### config.mk
export PLATFORM = sky130hd
export DESIGN_NAME = http_request_line_parser_core
export DESIGN_NICKNAME = d
export VERILOG_FILES = /design/src/hrlp_pkg.sv /design/src/http_request_line_parser_core.sv /design/src/hrlp_step.sv
export SDC_FILE = /design/constraint.sdc
export NUM_CORES = 1
export LEC_CHECK = 0
export ABC_AREA = 1
export BUFFER_PORTS_ARGS = -buffer_cell sky130_fd_sc_hd__buf_4
export CAP_MARGIN = 10
export CORE_AREA = 10 10 186 135
export DETAILED_ROUTE_END_ITERATION = 6
export DIE_AREA = 0 0 196 145
export GPL_TIMING_DRIVEN = 0
export PLACE_DENSITY = 0.45
export SLEW_MARGIN = 0
export SYNTH_ARGS = -nofsm -noshare
export SYNTH_HDL_FRONTEND = slang
export SYNTH_HIERARCHICAL = 1
export SYNTH_SLANG_ARGS = --single-unit
### constraint.sdc
create_clock -name clock -period 4.2 [get_ports clock]
set_clock_uncertainty 0.1 [all_clocks]
set_input_delay 0.63 -clock clock [delete_from_list [all_inputs] [get_ports clock]]
set_output_delay 0.63 -clock clock [all_outputs]
set_load 0.005 [all_outputs]
### src/hrlp_pkg.sv
// Shared types and constants for the HTTP request-line parser.
// Used by hrlp_step and http_request_line_parser_core; depends on nothing.
package hrlp_pkg;

   // Parser phases
   typedef enum logic [2:0] {
      PH_SKIP_LEAD  = 3'd0,
      PH_METHOD     = 3'd1,
      PH_SKIP_URL   = 3'd2,
      PH_URL        = 3'd3,
      PH_SKIP_VER   = 3'd4,
      PH_VERSION    = 3'd5,
      PH_LATER      = 3'd6,
      PH_FAULT      = 3'd7
   } phase_type;

   // Parser state carried from byte to byte (offset counter kept apart)
   typedef struct packed {
      phase_type   phase;
      logic [3:0]  progress;
      logic [1:0]  kind;
      logic        cr_seen;
      logic [11:0] url_begin;
      logic [11:0] url_count;
      logic        fault;
      logic        nonempty;
   } state_type;

   localparam state_type STATE_RESET = '{
      phase:     PH_SKIP_LEAD,
      progress:  4'd0,
      kind:      2'd0,
      cr_seen:   1'b0,
      url_begin: 12'd0,
      url_count: 12'd0,
      fault:     1'b0,
      nonempty:  1'b0
   };

   // Per-byte result
   typedef struct packed {
      logic [11:0] url_length;
      logic [11:0] url_start;
      logic [1:0]  method_code;
      logic [1:0]  status;
      logic [1:0]  line_event;
      logic [2:0]  byte_class;
      logic [11:0] byte_offset;
   } result_type;

   // Byte classes
   localparam logic [2:0] CLS_BLANK   = 3'd0;
   localparam logic [2:0] CLS_METHOD  = 3'd1;
   localparam logic [2:0] CLS_URL     = 3'd2;
   localparam logic [2:0] CLS_VERSION = 3'd3;
   localparam logic [2:0] CLS_CRLF    = 3'd4;
   localparam logic [2:0] CLS_LATER   = 3'd5;
   localparam logic [2:0] CLS_FAULT   = 3'd6;

   // Line events
   localparam logic [1:0] EV_NONE       = 2'd0;
   localparam logic [1:0] EV_COMPLETE   = 2'd1;
   localparam logic [1:0] EV_FAULT      = 2'd2;
   localparam logic [1:0] EV_INCOMPLETE = 2'd3;

   // Request-line status
   localparam logic [1:0] ST_PROGRESS = 2'd0;
   localparam logic [1:0] ST_COMPLETE = 2'd1;
   localparam logic [1:0] ST_FAULT    = 2'd2;

   // Method codes / match mask bits
   localparam logic [1:0] METH_NONE = 2'd0;
   localparam logic [1:0] METH_GET  = 2'd1;
   localparam logic [1:0] METH_POST = 2'd2;
   localparam logic [1:0] METH_ALL  = 2'd3;

   // Characters
   localparam logic [7:0] CH_CR  = 8'h0D;
   localparam logic [7:0] CH_LF  = 8'h0A;
   localparam logic [7:0] CH_SP  = 8'h20;
   localparam logic [7:0] CH_TAB = 8'h09;
   localparam logic [7:0] CH_LO_A = 8'h61;
   localparam logic [7:0] CH_LO_Z = 8'h7A;
   localparam logic [7:0] CASE_DELTA = 8'h20;

   localparam logic [3:0] GET_LEN  = 4'd3;
   localparam logic [3:0] POST_LEN = 4'd4;
   localparam logic [3:0] PROGRESS_MAX = 4'd15;
   localparam logic [11:0] URL_COUNT_MAX = 12'd4095;

   // Method words; GET padded to four entries, pad never matches (guarded by length)
   localparam logic [7:0] GET_WORD  [4] = '{8'h47, 8'h45, 8'h54, 8'h00};
   localparam logic [7:0] POST_WORD [4] = '{8'h50, 8'h4F, 8'h53, 8'h54};

endpackage

### src/http_request_line_parser_core.sv
// A byte accepted into the input register is parsed by hrlp_step, and its result is
// registered in the result register, which drives rsp_*.
// Throughput: one byte per cycle unless stalled; input register, one pass of parse
// logic (hrlp_step), result register. A stalled result holds the result register;
// the input register then fills and req_tready drops until the result transfers.
// Reset: synchronous, active high; clears the pipeline valids and parser state.
module http_request_line_parser_core #(
   parameter int MAX_REQUEST_BYTES = 4096
) (
   input  logic        clock,
   input  logic        reset,
   input  logic        req_tvalid,
   output logic        req_tready,
   input  logic [7:0]  req_tdata,   // [7:0] data_byte
   input  logic        req_tuser,   // [0] start_of_request
   input  logic        req_tlast,   // end_of_data
   output logic        rsp_tvalid,
   input  logic        rsp_tready,
   output logic [47:0] rsp_tdata    // [11:0] byte_offset, [14:12] byte_class,
                                    // [16:15] line_event, [18:17] request_line_status,
                                    // [20:19] method_code, [32:21] url_start,
                                    // [44:33] url_length, [47:45] zero
);

   // Top level of the HTTP request-line parser; depends on hrlp_pkg and hrlp_step.
   // req_tuser (start of request) restarts the parser and the offset counter.
   localparam int OFFSET_LIMIT = (MAX_REQUEST_BYTES - 1 > 4095) ? 4095 : MAX_REQUEST_BYTES - 1;
   localparam logic [11:0] OFFSET_TOP = 12'(OFFSET_LIMIT);

   logic                 in_valid_ff;
   logic [7:0]           in_byte_ff;
   logic                 in_sor_ff;
   logic                 in_eod_ff;
   logic                 out_valid_ff;
   hrlp_pkg::result_type out_data_ff;
   hrlp_pkg::state_type  state_ff;
   hrlp_pkg::state_type  state_in;
   hrlp_pkg::state_type  cur_state;
   logic [11:0]          offset_ff;
   logic [11:0]          offset_in;
   logic [11:0]          cur_offset;
   hrlp_pkg::result_type step_result;
   logic                 advance;
   logic                 fire;

   // Handshake: the result stage moves when empty or drained
   assign advance    = !out_valid_ff || rsp_tready;
   assign req_tready = !in_valid_ff || advance;
   assign fire       = in_valid_ff && advance;

   // Start of request restarts the parser before this byte
   assign cur_state  = in_sor_ff ? hrlp_pkg::STATE_RESET : state_ff;
   assign cur_offset = in_sor_ff ? 12'd0 : offset_ff;
   assign offset_in  = (cur_offset < OFFSET_TOP) ? cur_offset + 12'd1 : cur_offset;

   hrlp_step u_step (
      .cur         (cur_state),
      .data_byte   (in_byte_ff),
      .end_of_data (in_eod_ff),
      .offset      (cur_offset),
      .nxt         (state_in),
      .result      (step_result)
   );

   // Control state
   always_ff @(posedge clock) begin
      if (reset) begin
         in_valid_ff  <= 1'b0;
         out_valid_ff <= 1'b0;
         state_ff     <= hrlp_pkg::STATE_RESET;
         offset_ff    <= 12'd0;
      end else begin
         if (req_tready) begin
            in_valid_ff <= req_tvalid;
         end
         if (advance) begin
            out_valid_ff <= in_valid_ff;
         end
         if (fire) begin
            state_ff  <= state_in;
            offset_ff <= offset_in;
         end
      end
   end

   // Payload registers
   always_ff @(posedge clock) begin
      if (req_tvalid && req_tready) begin
         in_byte_ff <= req_tdata;
         in_sor_ff  <= req_tuser;
         in_eod_ff  <= req_tlast;
      end
      if (fire) begin
         out_data_ff <= step_result;
      end
   end

   assign rsp_tvalid = out_valid_ff;
   assign rsp_tdata  = {3'b000, out_data_ff};

endmodule

### src/hrlp_step.sv
// Per-byte next-state and result logic of the request-line parser.
// Purely combinational; depends on hrlp_pkg.
module hrlp_step (
   input  hrlp_pkg::state_type  cur,
   input  logic [7:0]           data_byte,
   input  logic                 end_of_data,
   input  logic [11:0]          offset,
   output hrlp_pkg::state_type  nxt,
   output hrlp_pkg::result_type result
);

   // Request-line failure; faults on later lines leave the status alone
   function automatic hrlp_pkg::state_type enter_fault(input hrlp_pkg::state_type s);
      hrlp_pkg::state_type r;
      r = s;
      if (s.phase != hrlp_pkg::PH_LATER && s.phase != hrlp_pkg::PH_FAULT) begin
         r.fault = 1'b1;
         if (s.phase == hrlp_pkg::PH_SKIP_LEAD || s.phase == hrlp_pkg::PH_METHOD) begin
            r.kind = hrlp_pkg::METH_NONE;
         end
      end
      r.phase = hrlp_pkg::PH_FAULT;
      return r;
   endfunction

   // Narrow the still-matching method mask by one token character
   function automatic hrlp_pkg::state_type method_char(input hrlp_pkg::state_type s,
                                                       input logic [7:0] b);
      hrlp_pkg::state_type r;
      logic [7:0]          up;
      r  = s;
      up = (b >= hrlp_pkg::CH_LO_A && b <= hrlp_pkg::CH_LO_Z) ?
           b - hrlp_pkg::CASE_DELTA : b;
      if (s.progress >= hrlp_pkg::GET_LEN ||
          up != hrlp_pkg::GET_WORD[s.progress[1:0]]) begin
         r.kind[0] = 1'b0;
      end
      if (s.progress >= hrlp_pkg::POST_LEN ||
          up != hrlp_pkg::POST_WORD[s.progress[1:0]]) begin
         r.kind[1] = 1'b0;
      end
      if (s.progress < hrlp_pkg::PROGRESS_MAX) begin
         r.progress = s.progress + 4'd1;
      end
      return r;
   endfunction

   logic       is_blank;
   logic [2:0] cls;
   logic [1:0] ev;

   assign is_blank = data_byte inside {hrlp_pkg::CH_SP, hrlp_pkg::CH_TAB};

   // Line framing and request-line parsing
   always_comb begin
      nxt = cur;
      cls = hrlp_pkg::CLS_BLANK;
      ev  = hrlp_pkg::EV_NONE;
      if (cur.phase == hrlp_pkg::PH_FAULT) begin
         cls = hrlp_pkg::CLS_FAULT;
      end else if (cur.cr_seen) begin
         nxt.cr_seen = 1'b0;
         if (data_byte == hrlp_pkg::CH_LF) begin
            cls = hrlp_pkg::CLS_CRLF;
            ev  = hrlp_pkg::EV_COMPLETE;
            if (cur.phase != hrlp_pkg::PH_LATER) begin
               if (cur.phase == hrlp_pkg::PH_VERSION && cur.nonempty) begin
                  nxt.phase = hrlp_pkg::PH_LATER;
               end else begin
                  nxt = enter_fault(nxt);
               end
            end
         end else begin
            cls = hrlp_pkg::CLS_FAULT;
            ev  = hrlp_pkg::EV_FAULT;
            nxt = enter_fault(nxt);
         end
      end else if (data_byte == hrlp_pkg::CH_CR) begin
         cls = hrlp_pkg::CLS_CRLF;
         nxt.cr_seen = 1'b1;
      end else if (data_byte == hrlp_pkg::CH_LF) begin
         // bare LF
         cls = hrlp_pkg::CLS_CRLF;
         ev  = hrlp_pkg::EV_FAULT;
         nxt = enter_fault(nxt);
      end else begin
         case (cur.phase)
            hrlp_pkg::PH_SKIP_LEAD: begin
               if (!is_blank) begin
                  nxt.phase    = hrlp_pkg::PH_METHOD;
                  nxt.kind     = hrlp_pkg::METH_ALL;
                  nxt.progress = 4'd0;
                  nxt          = method_char(nxt, data_byte);
                  cls          = hrlp_pkg::CLS_METHOD;
               end
            end
            hrlp_pkg::PH_METHOD: begin
               if (data_byte == hrlp_pkg::CH_SP) begin
                  if (cur.kind[0] && cur.progress == hrlp_pkg::GET_LEN) begin
                     nxt.kind  = hrlp_pkg::METH_GET;
                     nxt.phase = hrlp_pkg::PH_SKIP_URL;
                  end else if (cur.kind[1] && cur.progress == hrlp_pkg::POST_LEN) begin
                     nxt.kind  = hrlp_pkg::METH_POST;
                     nxt.phase = hrlp_pkg::PH_SKIP_URL;
                  end else begin
                     cls = hrlp_pkg::CLS_FAULT;
                     nxt = enter_fault(nxt);
                  end
               end else begin
                  nxt = method_char(nxt, data_byte);
                  cls = hrlp_pkg::CLS_METHOD;
               end
            end
            hrlp_pkg::PH_SKIP_URL: begin
               if (!is_blank) begin
                  nxt.phase     = hrlp_pkg::PH_URL;
                  nxt.url_begin = offset;
                  nxt.url_count = 12'd1;
                  cls           = hrlp_pkg::CLS_URL;
               end
            end
            hrlp_pkg::PH_URL: begin
               if (data_byte == hrlp_pkg::CH_SP) begin
                  nxt.phase = hrlp_pkg::PH_SKIP_VER;
               end else begin
                  if (cur.url_count < hrlp_pkg::URL_COUNT_MAX) begin
                     nxt.url_count = cur.url_count + 12'd1;
                  end
                  cls = hrlp_pkg::CLS_URL;
               end
            end
            hrlp_pkg::PH_SKIP_VER: begin
               if (!is_blank) begin
                  nxt.phase    = hrlp_pkg::PH_VERSION;
                  nxt.nonempty = 1'b1;
                  cls          = hrlp_pkg::CLS_VERSION;
               end
            end
            hrlp_pkg::PH_VERSION: cls = hrlp_pkg::CLS_VERSION;
            default:              cls = hrlp_pkg::CLS_LATER;
         endcase
      end

      // Open line at end of data
      if (end_of_data && ev == hrlp_pkg::EV_NONE && nxt.phase != hrlp_pkg::PH_FAULT) begin
         ev = hrlp_pkg::EV_INCOMPLETE;
      end
   end

   // Result fields, taken from the updated state
   always_comb begin
      result.byte_offset = offset;
      result.byte_class  = cls;
      result.line_event  = ev;
      if (nxt.fault) begin
         result.status = hrlp_pkg::ST_FAULT;
      end else if (nxt.phase == hrlp_pkg::PH_LATER || nxt.phase == hrlp_pkg::PH_FAULT) begin
         result.status = hrlp_pkg::ST_COMPLETE;
      end else begin
         result.status = hrlp_pkg::ST_PROGRESS;
      end
      result.method_code = (nxt.phase == hrlp_pkg::PH_METHOD) ? hrlp_pkg::METH_NONE : nxt.kind;
      result.url_start   = nxt.url_begin;
      result.url_length  = nxt.url_count;
   end

endmodule

==> reports/metrics.yaml <==
routing:
  drt_first_pass_iters: 5
  viasPerCell: 4.550
  route.detailed.wl_per_inst_um: 15.08
  vias: 5310
  drtIter0Drc: 351
  routed_wl_um: 17600
  ant_nets: 0
  drc: 0
clock_network:
  hold_buffers: 0
  cts-root-buf: "clkbuf_16"
  clock_path_buffers: 2
  cts_buffers: 9
  clk_latency_ps: 360
  ctsResizeCount: 0
  post_cts_buffers: 0
  clk_pin_slew_ps: 80
  htreeDepth: 3
  clock-sinks: 105
  cts_tree: "done"
logic_synthesis:
  yosys_most_used_dff: "edfxtp_1"
  synth_cells: 807
  synth-edff-count: 55
  yosysTopAreaCell: "edfxtp_1"
  synth_most_common_cell: "nand2_1"
  ys_ff_latch: 105
  synth_area_sq_um: 6362
  synthTopCellsByArea: "edfxtp_1 (26%), dfxtp_1 (16%), nand2_1 (7.9%)"
  yosysSeqAreaShare: 0.4169
  yosysUniqueCellTypes: 50
  async_reset_ff_frac: 0
  ys_warn_count: 6
  synth_commonest_cells: "nand2_1 (134), inv_1 (118), nor2_1 (92)"
  avgSynthCellArea_sq_um: 7.884
  yosysTopAreaCellShare: 0.2596
placement:
  port_buffers: 60
  dp_cells: 1151
  pre_cts_ws_ps: 444.3
  placed_cell_area_sq_um: 7173
  place_congestion: 0.8785
  dp_hpwl_um: 13200
finish:
  drive_gt1_frac: 0.2113
  fin_area_sq_um: 7481
  multi_input_area_sq_um: 2779
  final_cell_count_no_fill: 1167
  seq_area_sq_um: 2653
  num-nets-final: 902
  diodes: 0
  areaGrowthSynthToFinish_pct: 17.58
  fill_cells: 2335
  final_util: 0.3478
floorplan:
  rows: 45
  ios: 64
  die_x_um: 196
  die-height_um: 145
  coreArea_sq_um: 21510
  die-area_sq_um: 28420
  initial_core_util: 0.2958
timing:
  drv_slew: 0
  fmax_mhz: 261.6
  rsz0062_at_grt: "false"
  finalCriticalPeriod_ps: 3822
  finalSetupViolCount: 0
  slew-limit-headroom: 0.4976
  whs_ps: 345.3
  tightest_slew_ps: 747.8
  fin_ws_ps: 377.9
  finalHoldViolations: 0
  fin_setup_tns_ps: 0
  period_share: 0.9100
setup_path:
  crit_type: "flip-flop to flip-flop"
  end_kind: "flip-flop"
  critPathArrivalTime_ps: 3830
  critPathMaxFanout: 10
  cp-start-kind: "flip-flop"
  required_ps: 4210
outcome:
  status: "completed"
global_routing:
  grt_max_degree: 55
  grt.overflow.total: 0
  grt_antenna_before_repair: 0
  grt_pass1_vias: 5095
  grt_pass1_wl_um: 28640
  grt.total_usage: 0.1239
run:
  drv_cap: 0
power:
  p_leak_nw: 3.217
  finalPower_mw: 2.335
  p_per_area_nw_per_um2: 312.2
  max-vdd-ir-drop_mv: 0.1756
hold_path:
  hp-class: "input pin to flip-flop"
## cells in the final DEF, fill, tap and decap left out, types with 13 or more instances in the layout
cell type,n
a21oi_1,55
buf_4,101
clkbuf_1,15
dfxtp_1,50
edfxtp_1,55
inv_1,118
nand2_1,134
nand3_1,35
nand4_1,18
nor2_1,92
nor3_1,13
o21ai_0,78
## path summary, 6_finish.rpt
path / from / endpoint / slack, ps / depth (start not counted)
max: in_sor_ff$_DFFE_PP_ / rsp_tdata[20]$_DFFE_PP_ / 380 / 15
min: req_tdata[7] / in_byte_ff[7]$_DFFE_PP_ / 350 / 1
max reg2reg: in_sor_ff$_DFFE_PP_ / rsp_tdata[20]$_DFFE_PP_ / 380 / 15
min reg2reg: state_ff[13]$_SDFFE_PP0P_ / state_ff[13]$_SDFFE_PP0P_ / 360 / 2
## state kept, by name (all words and copies together), names as in the netlist
register and count:
offset_ff 12, in_valid_ff 1, rsp_tdata 45, in_eod_ff 1
state_ff 36, rsp_tvalid 1, in_byte_ff 8, in_sor_ff 1
## layer usage
metal,GRT usage,wire (um)
met1,0.1980,9949
met2,0.1591,6556
met3,0.02897,968
met4,0.02399,127
met5,0,0
## logic make-up after synthesis
group	after synthesis	share of synthesized area
and+or+nand+nor	331	0.2545
DFF	105	0.4169
xor gates and xnor gates	5	0.006883
other	1	0.0005894
adders and majority gates	8	0.01573
AOI/OAI and AO/OA	153	0.1308
muxes	12	0.02714
buffers and inverters	192	0.1475
## final cells by class
class	instances	area share
Buffer	63	0.05904
Clock buffer	12	0.03579
Clock inverter	4	0.005352
Inverter	129	0.06640
Multi-Input combinational cell	512	0.3715
Sequential cell	105	0.3546
Tap cell	282	0.04717
Timing Repair Buffer	60	0.06021
## critical path: stages, from the launching register on
cell	delay (ps)
edfxtp_1	350
buf_6	170
clkbuf_1	430
clkbuf_1	470
nor2_1	270
inv_1	220
ha_1	250
nand3_1	130
nor2_1	110
nor2_1	50
nand3_1	250
nand3_1	130
nor3_2	290
nand2_1	90
nor2_1	170
a21oi_1	90
## where the power goes
group	internal, mW	switching, mW	leakage, nW	total [mW]
logic	0.111	0.189	2.11	0.300
clock network	0.468	0.419	0.152	0.887
registers	1.13	0.0176	0.954	1.15
Power figures use the tool's default switching activity.
